### src/hdl/tcw_pkg.sv
// ----------------------------------------------------------------------------
// tcw_pkg - shared types and constants of the text console character writer
//
// Character codes, the reset value of a screen cell, and the command and
// status groups exchanged between the controller and the datapath.
// ----------------------------------------------------------------------------
package tcw_pkg;

   // Character codes with special meaning on a put
   localparam logic [7:0] CH_NEWLINE   = 8'd10;
   localparam logic [7:0] CH_BACKSPACE = 8'd8;
   localparam logic [7:0] CH_SPACE     = 8'd32;

   // Cell contents after reset: blank, grey on black
   localparam logic [15:0] CELL_RESET = 16'h0720;

   // Reset value of the attribute register
   localparam logic [7:0] ATTR_RESET = 8'h07;

   // Controller to datapath
   typedef struct packed {
      logic capture;      // latch the incoming request beat
      logic exec;         // apply the latched request (cursor, cell write/read)
      logic clear_step;   // write one cell of the post-reset clearing pass
      logic scroll_step;  // blank one cell of the recycled row
      logic load_out;     // load the response register
   } cmd_type;

   // Datapath to controller
   typedef struct packed {
      logic scroll;       // latched put runs past the last row
      logic clear_last;   // clearing pass is at the last cell
      logic scroll_last;  // row blanking is at the last column
   } sts_type;

endpackage

### src/hdl/tcw_ctrl.sv
// ----------------------------------------------------------------------------
// tcw_ctrl - sequencing controller of the text console character writer
//
// Runs the clearing pass after reset, steps each request through execute,
// optional row blanking on a scroll, and the response register handoff.
// ----------------------------------------------------------------------------
module tcw_ctrl (
   input  logic            clock,
   input  logic            reset,
   input  logic            req_valid,
   output logic            req_stall,
   output logic            rsp_valid,
   input  logic            rsp_stall,
   input  tcw_pkg::sts_type sts,
   output tcw_pkg::cmd_type cmd
);

   localparam logic [2:0] ST_CLEAR  = 3'd0;
   localparam logic [2:0] ST_IDLE   = 3'd1;
   localparam logic [2:0] ST_EXEC   = 3'd2;
   localparam logic [2:0] ST_SCROLL = 3'd3;
   localparam logic [2:0] ST_DONE   = 3'd4;

   logic [2:0] state_ff, state_in;
   logic       rsp_valid_ff, rsp_valid_in;
   logic       out_free;
   logic       accept;

   // Response register can take a new beat
   assign out_free = !rsp_valid_ff || !rsp_stall;

   assign req_stall = !((state_ff == ST_IDLE) || ((state_ff == ST_DONE) && out_free));
   assign accept    = req_valid && !req_stall;

   // Next state and commands
   always_comb begin
      state_in = state_ff;
      cmd      = '0;
      cmd.capture = accept;
      case (state_ff)
         ST_CLEAR: begin
            cmd.clear_step = 1'b1;
            if (sts.clear_last) begin
               state_in = ST_IDLE;
            end
         end
         ST_IDLE: begin
            if (accept) begin
               state_in = ST_EXEC;
            end
         end
         ST_EXEC: begin
            cmd.exec = 1'b1;
            state_in = sts.scroll ? ST_SCROLL : ST_DONE;
         end
         ST_SCROLL: begin
            cmd.scroll_step = 1'b1;
            if (sts.scroll_last) begin
               state_in = ST_DONE;
            end
         end
         ST_DONE: begin
            if (out_free) begin
               cmd.load_out = 1'b1;
               state_in     = accept ? ST_EXEC : ST_IDLE;
            end
         end
         default: begin
            state_in = ST_IDLE;
         end
      endcase
   end

   // Response valid flag
   always_comb begin
      if (cmd.load_out) begin
         rsp_valid_in = 1'b1;
      end else begin
         rsp_valid_in = rsp_valid_ff && rsp_stall;
      end
   end

   always_ff @(posedge clock) begin
      if (reset) begin
         state_ff     <= ST_CLEAR;
         rsp_valid_ff <= 1'b0;
      end else begin
         state_ff     <= state_in;
         rsp_valid_ff <= rsp_valid_in;
      end
   end

   assign rsp_valid = rsp_valid_ff;

endmodule

### config.mk
export PLATFORM = sky130hd
export DESIGN_NAME = tcw_ctrl
export DESIGN_NICKNAME = d
export VERILOG_FILES = /design/src/hdl/tcw_pkg.sv /design/src/hdl/tcw_ctrl.sv
export SDC_FILE = /design/constraint.sdc
export NUM_CORES = 1
export LEC_CHECK = 0
export BUFFER_PORTS_ARGS = -buffer_cell sky130_fd_sc_hd__buf_2
export CAP_MARGIN = 20
export CELL_PAD_IN_SITES_DETAIL_PLACEMENT = 1
export CELL_PAD_IN_SITES_GLOBAL_PLACEMENT = 2
export CORE_MARGIN = 8
export CORE_UTILIZATION = 24
export CTS_CLUSTER_SIZE = 16
export DETAILED_ROUTE_END_ITERATION = 10
export PLACE_DENSITY = 0.79
export SETUP_SLACK_MARGIN = 0.02
export SYNTH_ARGS = -nofsm -noshare
export SYNTH_HDL_FRONTEND = slang
export SYNTH_SLANG_ARGS = --single-unit
### constraint.sdc
create_clock -name clock -period 4.2 [get_ports clock]
set_clock_uncertainty 0.2 [all_clocks]
set_input_delay 0.84 -clock clock [delete_from_list [all_inputs] [get_ports clock]]
set_output_delay 0.84 -clock clock [all_outputs]
set_load 0.01 [all_outputs]
[Word-level counts from Yosys, hierarchy flattened]
Index checks and enable logic that the tools add are counted.
Operators by class
  equal/unequal tests: 8
  multiplexer cells: 13
  reduce and logical (&&, ||, !) cells: 10
Operator list (count)
  $mux W3: 5
  $pmux W3 S5: 1
  $ne A2 B2 Y1 const B: 4
  $eq A3 B2 Y1 const B: 2
  $mux W1: 6
  $reduce_and A4 Y1: 1
  $eq A3 B1 Y1 const B: 1
  $eq A3 B3 Y1 const B: 1
  $logic_and A1 B1 Y1: 3
  $logic_not A1 Y1: 3
  $logic_not A3 Y1: 1
  $logic_or A1 B1 Y1: 2
  $mux W2: 1
Storage, ports and cells
  flip-flop bits (word level): 4
  bits of input ports: 7
  output and inout port bits: 7
  logic and storage cells: 33

[Logic depth before layout (Yosys ltp)]
Gate-level depths: netlist of the first run.
  depth in word-level cells: 8
  gate-level depth with buffers: 6
  mapped depth without buffers: 4

[Worst setup path after synthesis of the first run]
OpenSTA, ideal clock, no wires.
  path type: input -> output
  start: input rsp_stall
  end: output cmd[4] in the netlist's numbering
  arrival: 1.488 ns
  slack: 1.672 ns
  stages on the path: 5
  path buffers: 1
  path through: nand2_1 -> a21oi_1 -> or2_2 -> nor2_1 -> buf_4
Between the ends
  word-level cells in the longest chain between the ends: 5
Ends and longest elaborated chain
  start, declared: RTL line tcw_ctrl.sv:13  | input logic rsp_stall,
  $logic_not A1 Y1: RTL line tcw_ctrl.sv:30  | assign out_free = !rsp_valid_ff || !rsp_stall;
  $logic_or A1 B1 Y1: RTL line tcw_ctrl.sv:30
  $logic_and A1 B1 Y1: RTL line tcw_ctrl.sv:32  | assign req_stall = !((state_ff == ST_IDLE) || ((state_ff == ST_DONE) && out_free));
  $logic_or A1 B1 Y1: RTL line tcw_ctrl.sv:32
  $logic_and A1 B1 Y1: RTL line tcw_ctrl.sv:33  | assign accept = req_valid && !req_stall;
  end, declared: RTL line tcw_ctrl.sv:15  | output tcw_pkg::cmd_type cmd
Every way passes these cells.

==> results of run 1 <==
-- cell type report --
cell class              count  area (sq um)  share of cell area
multi-input cells          37           231               0.539
flip-flops and latches      4          80.1               0.187
repair buffers             13          65.1               0.152
clock buffers               3          22.5              0.0525
well taps                  15          18.8              0.0437
inverters                   3          11.3              0.0262
-- critical path: stages --
cell and delay (ns):
buf_2 0.13, nand2_1 0.11, a21oi_1 0.07, or2_2 0.28
nor2_1 0.08, buf_2 0.13
-- through the flow --
step                      setup slack (ns)  area, sq um  total power, mW  hold WS (ns)
after CTS                             1.52          429            0.129         0.387
after global placement                1.53          407           0.0795         0.379
after detailed placement              1.52          407           0.0799         0.383
final                                 1.52          429            0.127         0.388
after floorplan                       1.67          349           0.0682         0.371
after global routing                  1.45          429            0.137         0.439
-- power breakdown --
part,internal (mW),total [mW],switching [mW]
sequential,0.0402,0.0462,0.00600
clock,0.0320,0.0483,0.0163
combinational,0.0157,0.0325,0.0168
-- metal layers --
layer  track usage  vias to the layer above
met1        0.0845                      154
met5             0                        -
met2         0.111                       14
li1              -                      191
met3        0.0441                        0
met4        0.0369                        0
-- sequential cells by signal (all words and copies together) (netlist names) --
| register | cells |
|---|---|
| rsp_valid | 1 |
| state_ff | 3 |
-- how the worst min path moves through the flow --
stage	end	cells after the start	start
6_report	rsp_valid	2	rsp_valid
5_1_grt	rsp_valid	2	rsp_valid
4_1_cts	rsp_valid	2	rsp_valid
3_5_place_dp	rsp_valid	2	rsp_valid
3_3_place_gp	rsp_valid	2	rsp_valid
2_1_floorplan	rsp_valid	2	rsp_valid
-- cell usage after synthesis, drive strengths merged --
cell | count | area share
a21oi | 7 | 0.13
a2bb2oi | 1 | 0.025
a31oi | 1 | 0.018
a32oi | 1 | 0.025
and2 | 1 | 0.018
and2b | 2 | 0.043
buf | 2 | 0.054
clkbuf | 2 | 0.022
dfxtp | 4 | 0.23
inv | 3 | 0.032
nand2 | 3 | 0.032
nand2b | 2 | 0.036
nand3b | 1 | 0.022
nor2 | 6 | 0.065
nor2b | 2 | 0.036
nor3 | 3 | 0.043
nor4 | 1 | 0.018
o21ai | 2 | 0.029
o31a | 1 | 0.025
o41ai | 1 | 0.047
or2 | 1 | 0.018
or3b | 1 | 0.032
-- cells by family after synthesis --
family / after synthesis / share of synthesized area
AOI/OAI and AO/OA: 14 / 0.301
DFF: 4 / 0.229
and+or+nand+nor: 23 / 0.362
buffers and inverters: 7 / 0.108
==> impl_metrics.json, run 1 <==
{
  "row_count": 13,
  "postLayoutCoreUtil": 0.322,
  "drive_gt1_frac": 0.333,
  "highest_layer": "met3",
  "r2r_cells": 4,
  "insertion_delay_ns": 0.23,
  "num_vias": 359,
  "criticalPathCategory": "in2out",
  "dr_wl_met2_microns": 402,
  "first_pass_iters": 2,
  "grt-ovfl-total": 0,
  "period_needed_ns": 2.68,
  "cp-end-kind": "output pin",
  "dr_wl_met3_microns": 95,
  "numPortBuffers": 13,
  "max-vdd-ir-drop_mv": 0.149,
  "htree_levels": 1,
  "p_leak_nw": 0.203,
  "die_y_microns": 54.1,
  "grt_setup_unrepaired": "no",
  "cts-buffers-inserted": 3,
  "maxSlewViolCount": 0,
  "setup_viol": 0,
  "max_freq_mhz": 374,
  "cts_setup_buffers": 0,
  "drc": 0,
  "layout_common_cells": "buf_2, a21oi_1, nor2_1",
  "diodes": 0,
  "cts-root-buf": "clkbuf_4",
  "synth_warnings": 0,
  "grt_pass1_wl_mm": 1.61,
  "ctsLongestPathBuffers": 2,
  "crit_fanout": 3,
  "antenna_found_initial": 0,
  "dp_hpwl_microns": 760,
  "grt_max_degree": 16,
  "synth_seq_cells": 4,
  "hold_viol": 0,
  "final_antenna_net_count": 0,
  "synthCells": 48,
  "clock-sinks": 4,
  "cts-hold-fix-buffers": 0,
  "drt-total-wl_microns": 951,
  "cts.clk_slew.worst_paths_ns": 0.04,
  "worst-endpoint-required_ns": 3.16,
  "avgSynthCellArea_sq_um": 7.27,
  "tightest_slew_ns": 0.432,
  "worst_r2r_endpoint": "state_ff[0]",
  "drv_cap": 0,
  "grtUsageTotal": 0.0752,
  "startpoint_type": "input port",
  "io_pins": 14,
  "reg2reg_slack_ns": 2.43,
  "yosysSeqAreaShare": 0.229,
  "viasPerCell": 4.79,
  "fill_cells": 197,
  "grt_pass1_vias": 378,
  "slew-limit-headroom": 0.712,
  "power_density_mw_per_mm2": 296,
  "initial_core_util": 0.262,
  "status": "finished clean",
  "gp_congestion": 0.697,
  "cts_resized": 0,
  "layout.cells.non_filler": 75,
  "syn_to_final_growth_pct": 22.9,
  "die_w_microns": 54.1,
  "synth_cell_types": 24,
  "r2r-start": "state_ff[2]",
  "synth_area_sq_um": 349,
  "endpoint": "cmd[4]",
  "fin_crit_sh": 0.637,
  "coreArea_sq_mm": 0.00133,
  "die_area_sq_mm": 0.00293,
  "wl_per_cell_microns": 12.7,
  "wl_met1_microns": 453,
  "fin_tns_setup_ns": 0,
  "cts_tree": "yes",
  "hp-class": "reg2reg",
  "cp-startpoint": "rsp_stall",
  "fin_nets": 69,
  "layout_commonest_cell": "buf_2",
  "worstPathArrival_ns": 1.64,
  "numPlacedInstances": 72,
  "drt_iter0_markers": 2,
  "syn_nets": 55
}
Power figures use the tool's default switching activity.
==> inputs of run 2 (changes only) <==
- CORE_UTILIZATION: 24 -> 20
- PLACE_DENSITY: 0.79 -> 0.7
- clock period: 4.2 -> 2.3 ns (I/O delays scaled with it)
==> run 2 against run 1 <==
  * Final area up 4.4%
  * Sequential power up 68%
  * Critical path depth down 1
  * Cell count up 5.3%
  * Highest routed layer is now met4
==> impl_metrics.json, run 2 (same netlist as run 1, synthesis figures left out) <==
{
  "worst-endpoint-required_ns": 1.64,
  "cts-hold-fix-buffers": 0,
  "cts.clk_slew.worst_paths_ns": 0.04,
  "htree_levels": 1,
  "tightest_slew_ns": 0.237,
  "regArea_sq_um": 81.3,
  "initial_core_util": 0.207,
  "reg2reg_slack_ns": 0.63,
  "drv_cap": 0,
  "power_density_mw_per_mm2": 522,
  "maxSlewViolCount": 0,
  "p_total_uw": 234,
  "grt_pass1_vias": 422,
  "grt-ovfl-total": 0,
  "worstPathArrival_ns": 1.41,
  "max_freq_mhz": 484,
  "insertion_delay_ns": 0.23,
  "final_cell_area_sq_um": 448,
  "regMostFlops": "state_ff",
  "antenna_found_initial": 0,
  "io_pins": 14,
  "multi_input_area_sq_um": 231,
  "first_pass_iters": 5,
  "grt_max_degree": 13,
  "pre_cts_ws_ns": 0.375,
  "period_needed_ns": 2.07,
  "fin_tns_setup_ns": 0,
  "die_w_microns": 57.8,
  "wl_per_cell_microns": 12.5,
  "viasPerCell": 4.85,
  "largest_reg_flops": 3,
  "cp-end-kind": "output pin",
  "drive_gt1_frac": 0.371,
  "drt_iter0_markers": 18,
  "p_leak_nw": 0.214,
  "detailed_place.area_sq_um": 424,
  "num_vias": 383,
  "hp-class": "in2reg",
  "path_cells": "nor2b_1 -> a21oi_1 -> or2_2 -> nor2_1 -> buf_2",
  "grt_pass1_wl_mm": 1.74,
  "layout_commonest_cell": "buf_2",
  "startpoint_type": "flop",
  "slowest_stage": "dfxtp_2",
  "die_area_sq_mm": 0.00334,
  "hold_viol": 0,
  "coreArea_sq_mm": 0.00169,
  "setup_slack_ns": 0.232,
  "numPlacedInstances": 76,
  "cp_top_family": "simple AND/OR/NAND/NOR gates",
  "layout.cells.non_filler": 79,
  "status": "finished clean",
  "fin_hold_ws_ns": 0.268,
  "syn_to_final_growth_pct": 28.3,
  "diodes": 0,
  "cts_resized": 0,
  "setup_viol": 0,
  "layout_common_cells": "buf_2, a21oi_1, nor2_1",
  "hp-start": "reset",
  "cts_tree": "yes",
  "final_antenna_net_count": 0,
  "clock-sinks": 4,
  "fin_crit_sh": 0.899,
  "r2r-start": "state_ff[2]",
  "drt-total-wl_microns": 984,
  "criticalPathCategory": "reg2out",
  "die_y_microns": 57.8,
  "cts-root-buf": "clkbuf_4",
  "max-vdd-ir-drop_mv": 0.0835,
  "fill_cells": 223,
  "row_count": 15,
  "crit_fanout": 10,
  "numPortBuffers": 13,
  "cpPeakStageDelay_ns": 0.41,
  "dp_hpwl_microns": 793,
  "cts-buffers-inserted": 3,
  "ctsLongestPathBuffers": 2,
  "cp-startpoint": "state_ff[2]",
  "path_buf_inv": 1,
  "grt_setup_unrepaired": "no",
  "cts_setup_buffers": 0,
  "slew-limit-headroom": 0.841,
  "fin_nets": 71,
  "drc": 0,
  "grtUsageTotal": 0.0674,
  "gp_congestion": 0.692,
  "postLayoutCoreUtil": 0.265
}
-- run 2: worst reg2reg max path, delay by kind of cell (launching register included) --
kind,cells,cell delay [ns]
AOI/OAI and AO/OA,3,0.50
and+or+nand+nor,1,0.43
DFF,1,0.41
-- run 2: worst paths after layout --
| kind | endpoint | cells past startpoint |
|---|---|---|
| min | state_ff[2] | 2 |
| max reg2reg | state_ff[0] | 4 |
| max | cmd[4] | 5 |
| min reg2reg | rsp_valid | 2 |
-- run 2: power by group --
part / leakage, nW / switching (mW) / total [mW] / internal [mW]
logic: 0.167 / 0.0382 / 0.0706 / 0.0324
registers: 0.0331 / 0.00394 / 0.0774 / 0.0734
clock network: 0.0138 / 0.0275 / 0.0858 / 0.0583
total: 0.214 / 0.0696 / 0.234 / 0.164
-- run 2: final cells by class --
class	count	share of cell area
inverters	3	0.0251
clock buffers	3	0.0503
multi-input cells	37	0.517
flip-flops and latches	4	0.182
well taps	17	0.0475
repair buffers	15	0.179
-- run 2: per-layer routing --
layer,GRT usage,vias to the layer above,share of wire
li1,-,195,-
met1,0.0680,177,0.46
met2,0.108,9,0.47
met3,0.0287,2,0.057
met4,0.0524,0,0.015
met5,0,-,0
==> inputs of run 3 (changes only) <==
- RECOVER_POWER: unset -> 50
- TNS_END_PERCENT: unset -> 10
==> run 3 against run 2 <==
  * First-iteration DRC count is 11% lower
  * Core utilization down 0.89 points
  * Sequential power is essentially flat
  * Total power is 0.49% lower
  * Clock-buffer cell count unchanged
  * Largest cell class unchanged
==> impl_metrics.json, run 3 (same netlist as run 1, synthesis figures left out) <==
{
  "tightest_slew_ns": 0.236,
  "hp-start": "reset",
  "status": "finished clean",
  "worst-endpoint-required_ns": 1.64,
  "syn_to_final_growth_pct": 24.0,
  "slew-limit-headroom": 0.841,
  "fin_nets": 71,
  "cts-root-buf": "clkbuf_4",
  "die_y_microns": 57.8,
  "cts_tree": "yes",
  "r2r_cells": 4,
  "hold_viol": 0,
  "cts-hold-fix-buffers": 0,
  "path_cells": "or3b_1 -> a21oi_1 -> buf_2",
  "grt_pass1_vias": 422,
  "die_w_microns": 57.8,
  "drt-total-wl_microns": 985,
  "grtUsageTotal": 0.0674,
  "crit_fanout": 10,
  "grt-ovfl-total": 0,
  "row_count": 15,
  "layout_common_cells": "buf_2, a21oi_1, nor2_1",
  "cts_resized": 0,
  "clock-sinks": 4,
  "drt_iter0_markers": 16,
  "viasPerCell": 4.84,
  "final_antenna_net_count": 0,
  "hp-class": "in2reg",
  "period_needed_ns": 2.12,
  "slowest_stage": "dfxtp_2",
  "drv_cap": 0,
  "io_pins": 14,
  "worstPathArrival_ns": 1.46,
  "power_density_mw_per_mm2": 537,
  "reg2reg_slack_ns": 0.54,
  "num_vias": 382,
  "wl_per_cell_microns": 12.5,
  "numPortBuffers": 13,
  "initial_core_util": 0.207,
  "drive_gt1_frac": 0.323,
  "setup_viol": 0,
  "antenna_found_initial": 0,
  "fin_tns_setup_ns": 0,
  "diodes": 0,
  "largest_reg_flops": 3,
  "cts_setup_buffers": 0,
  "dp_hpwl_microns": 793,
  "startpoint_type": "flop",
  "numPlacedInstances": 76,
  "coreArea_sq_mm": 0.00169,
  "ctsLongestPathBuffers": 2,
  "detailed_place.area_sq_um": 424,
  "first_pass_iters": 5,
  "cts-buffers-inserted": 3,
  "cp-end-kind": "output pin",
  "holdPathEnd": "state_ff[2]",
  "worst_r2r_endpoint": "state_ff[0]",
  "die_area_sq_mm": 0.00334,
  "insertion_delay_ns": 0.23,
  "grt_setup_unrepaired": "no",
  "max_freq_mhz": 471,
  "max-vdd-ir-drop_mv": 0.0834,
  "hold_depth": 2,
  "grt_pass1_wl_mm": 1.74,
  "criticalPathCategory": "reg2out",
  "fin_crit_sh": 0.924,
  "p_leak_nw": 0.206,
  "htree_levels": 1,
  "layout.cells.non_filler": 79,
  "drc": 0,
  "fill_cells": 226,
  "cpPeakStageDelay_ns": 0.41,
  "gp_congestion": 0.692,
  "grt_max_degree": 13,
  "final_cell_area_sq_um": 433,
  "cts.clk_slew.worst_paths_ns": 0.04,
  "maxSlewViolCount": 0,
  "r2r-start": "state_ff[2]",
  "layout_commonest_cell": "buf_2",
  "regMostFlops": "state_ff"
}
-- run 3: stage by stage --
step | power (mW) | hold slack (ns) | utilization | setup WS [ns]
final | 0.233 | 0.268 | 0.256 | 0.175
after global routing | 0.255 | 0.284 | 0.256 | 0.0592
after CTS | 0.240 | 0.262 | 0.264 | 0.115
after detailed placement | 0.150 | 0.382 | 0.251 | 0.375
after global placement | 0.149 | 0.379 | 0.251 | 0.379
after floorplan | 0.125 | 0.329 | - | 0.491
-- run 3: power by group --
part,total (mW),switching [mW],internal (mW)
Clock,0.0858,0.0275,0.0583
Sequential,0.0772,0.00373,0.0734
Combinational,0.0696,0.0376,0.0320
-- run 3: worst max-delay path, delay by kind of cell, from the launching register on --
| kind | cells | cell delay, ns |
|---|---|---|
| compound gates | 1 | 0.23 |
| buf+inv | 1 | 0.18 |
| flops | 1 | 0.41 |
| simple gates | 1 | 0.41 |
-- run 3: area by class of cell --
cell class              instances  area [sq um]  share of cell area
clock buffers                   3          22.5              0.0520
inverters                       3          11.3              0.0260
multi-input cells              37           218               0.503
flip-flops and latches          4          81.3               0.188
well taps                      17          21.3              0.0491
repair buffers                 15          78.8               0.182
-- run 3: worst max path at each step --
stage                start     end  slack (ns)  cells past startpoint
5_1_grt        state_ff[2]  cmd[0]        0.06                      3
3_3_place_gp   state_ff[2]  cmd[4]        0.38                      5
2_1_floorplan  state_ff[2]  cmd[4]        0.49                      6
4_1_cts        state_ff[2]  cmd[4]        0.11                      5
3_5_place_dp   state_ff[2]  cmd[4]        0.37                      5
6_report       state_ff[2]  cmd[0]        0.18                      3
-- run 3: metal layers --
metal / share of wire / track usage / vias to the layer above
met5: 0 / 0 / -
met4: 0.015 / 0.0524 / 0
met3: 0.057 / 0.0287 / 2
met2: 0.47 / 0.108 / 9
met1: 0.45 / 0.0680 / 175
li1: - / - / 196
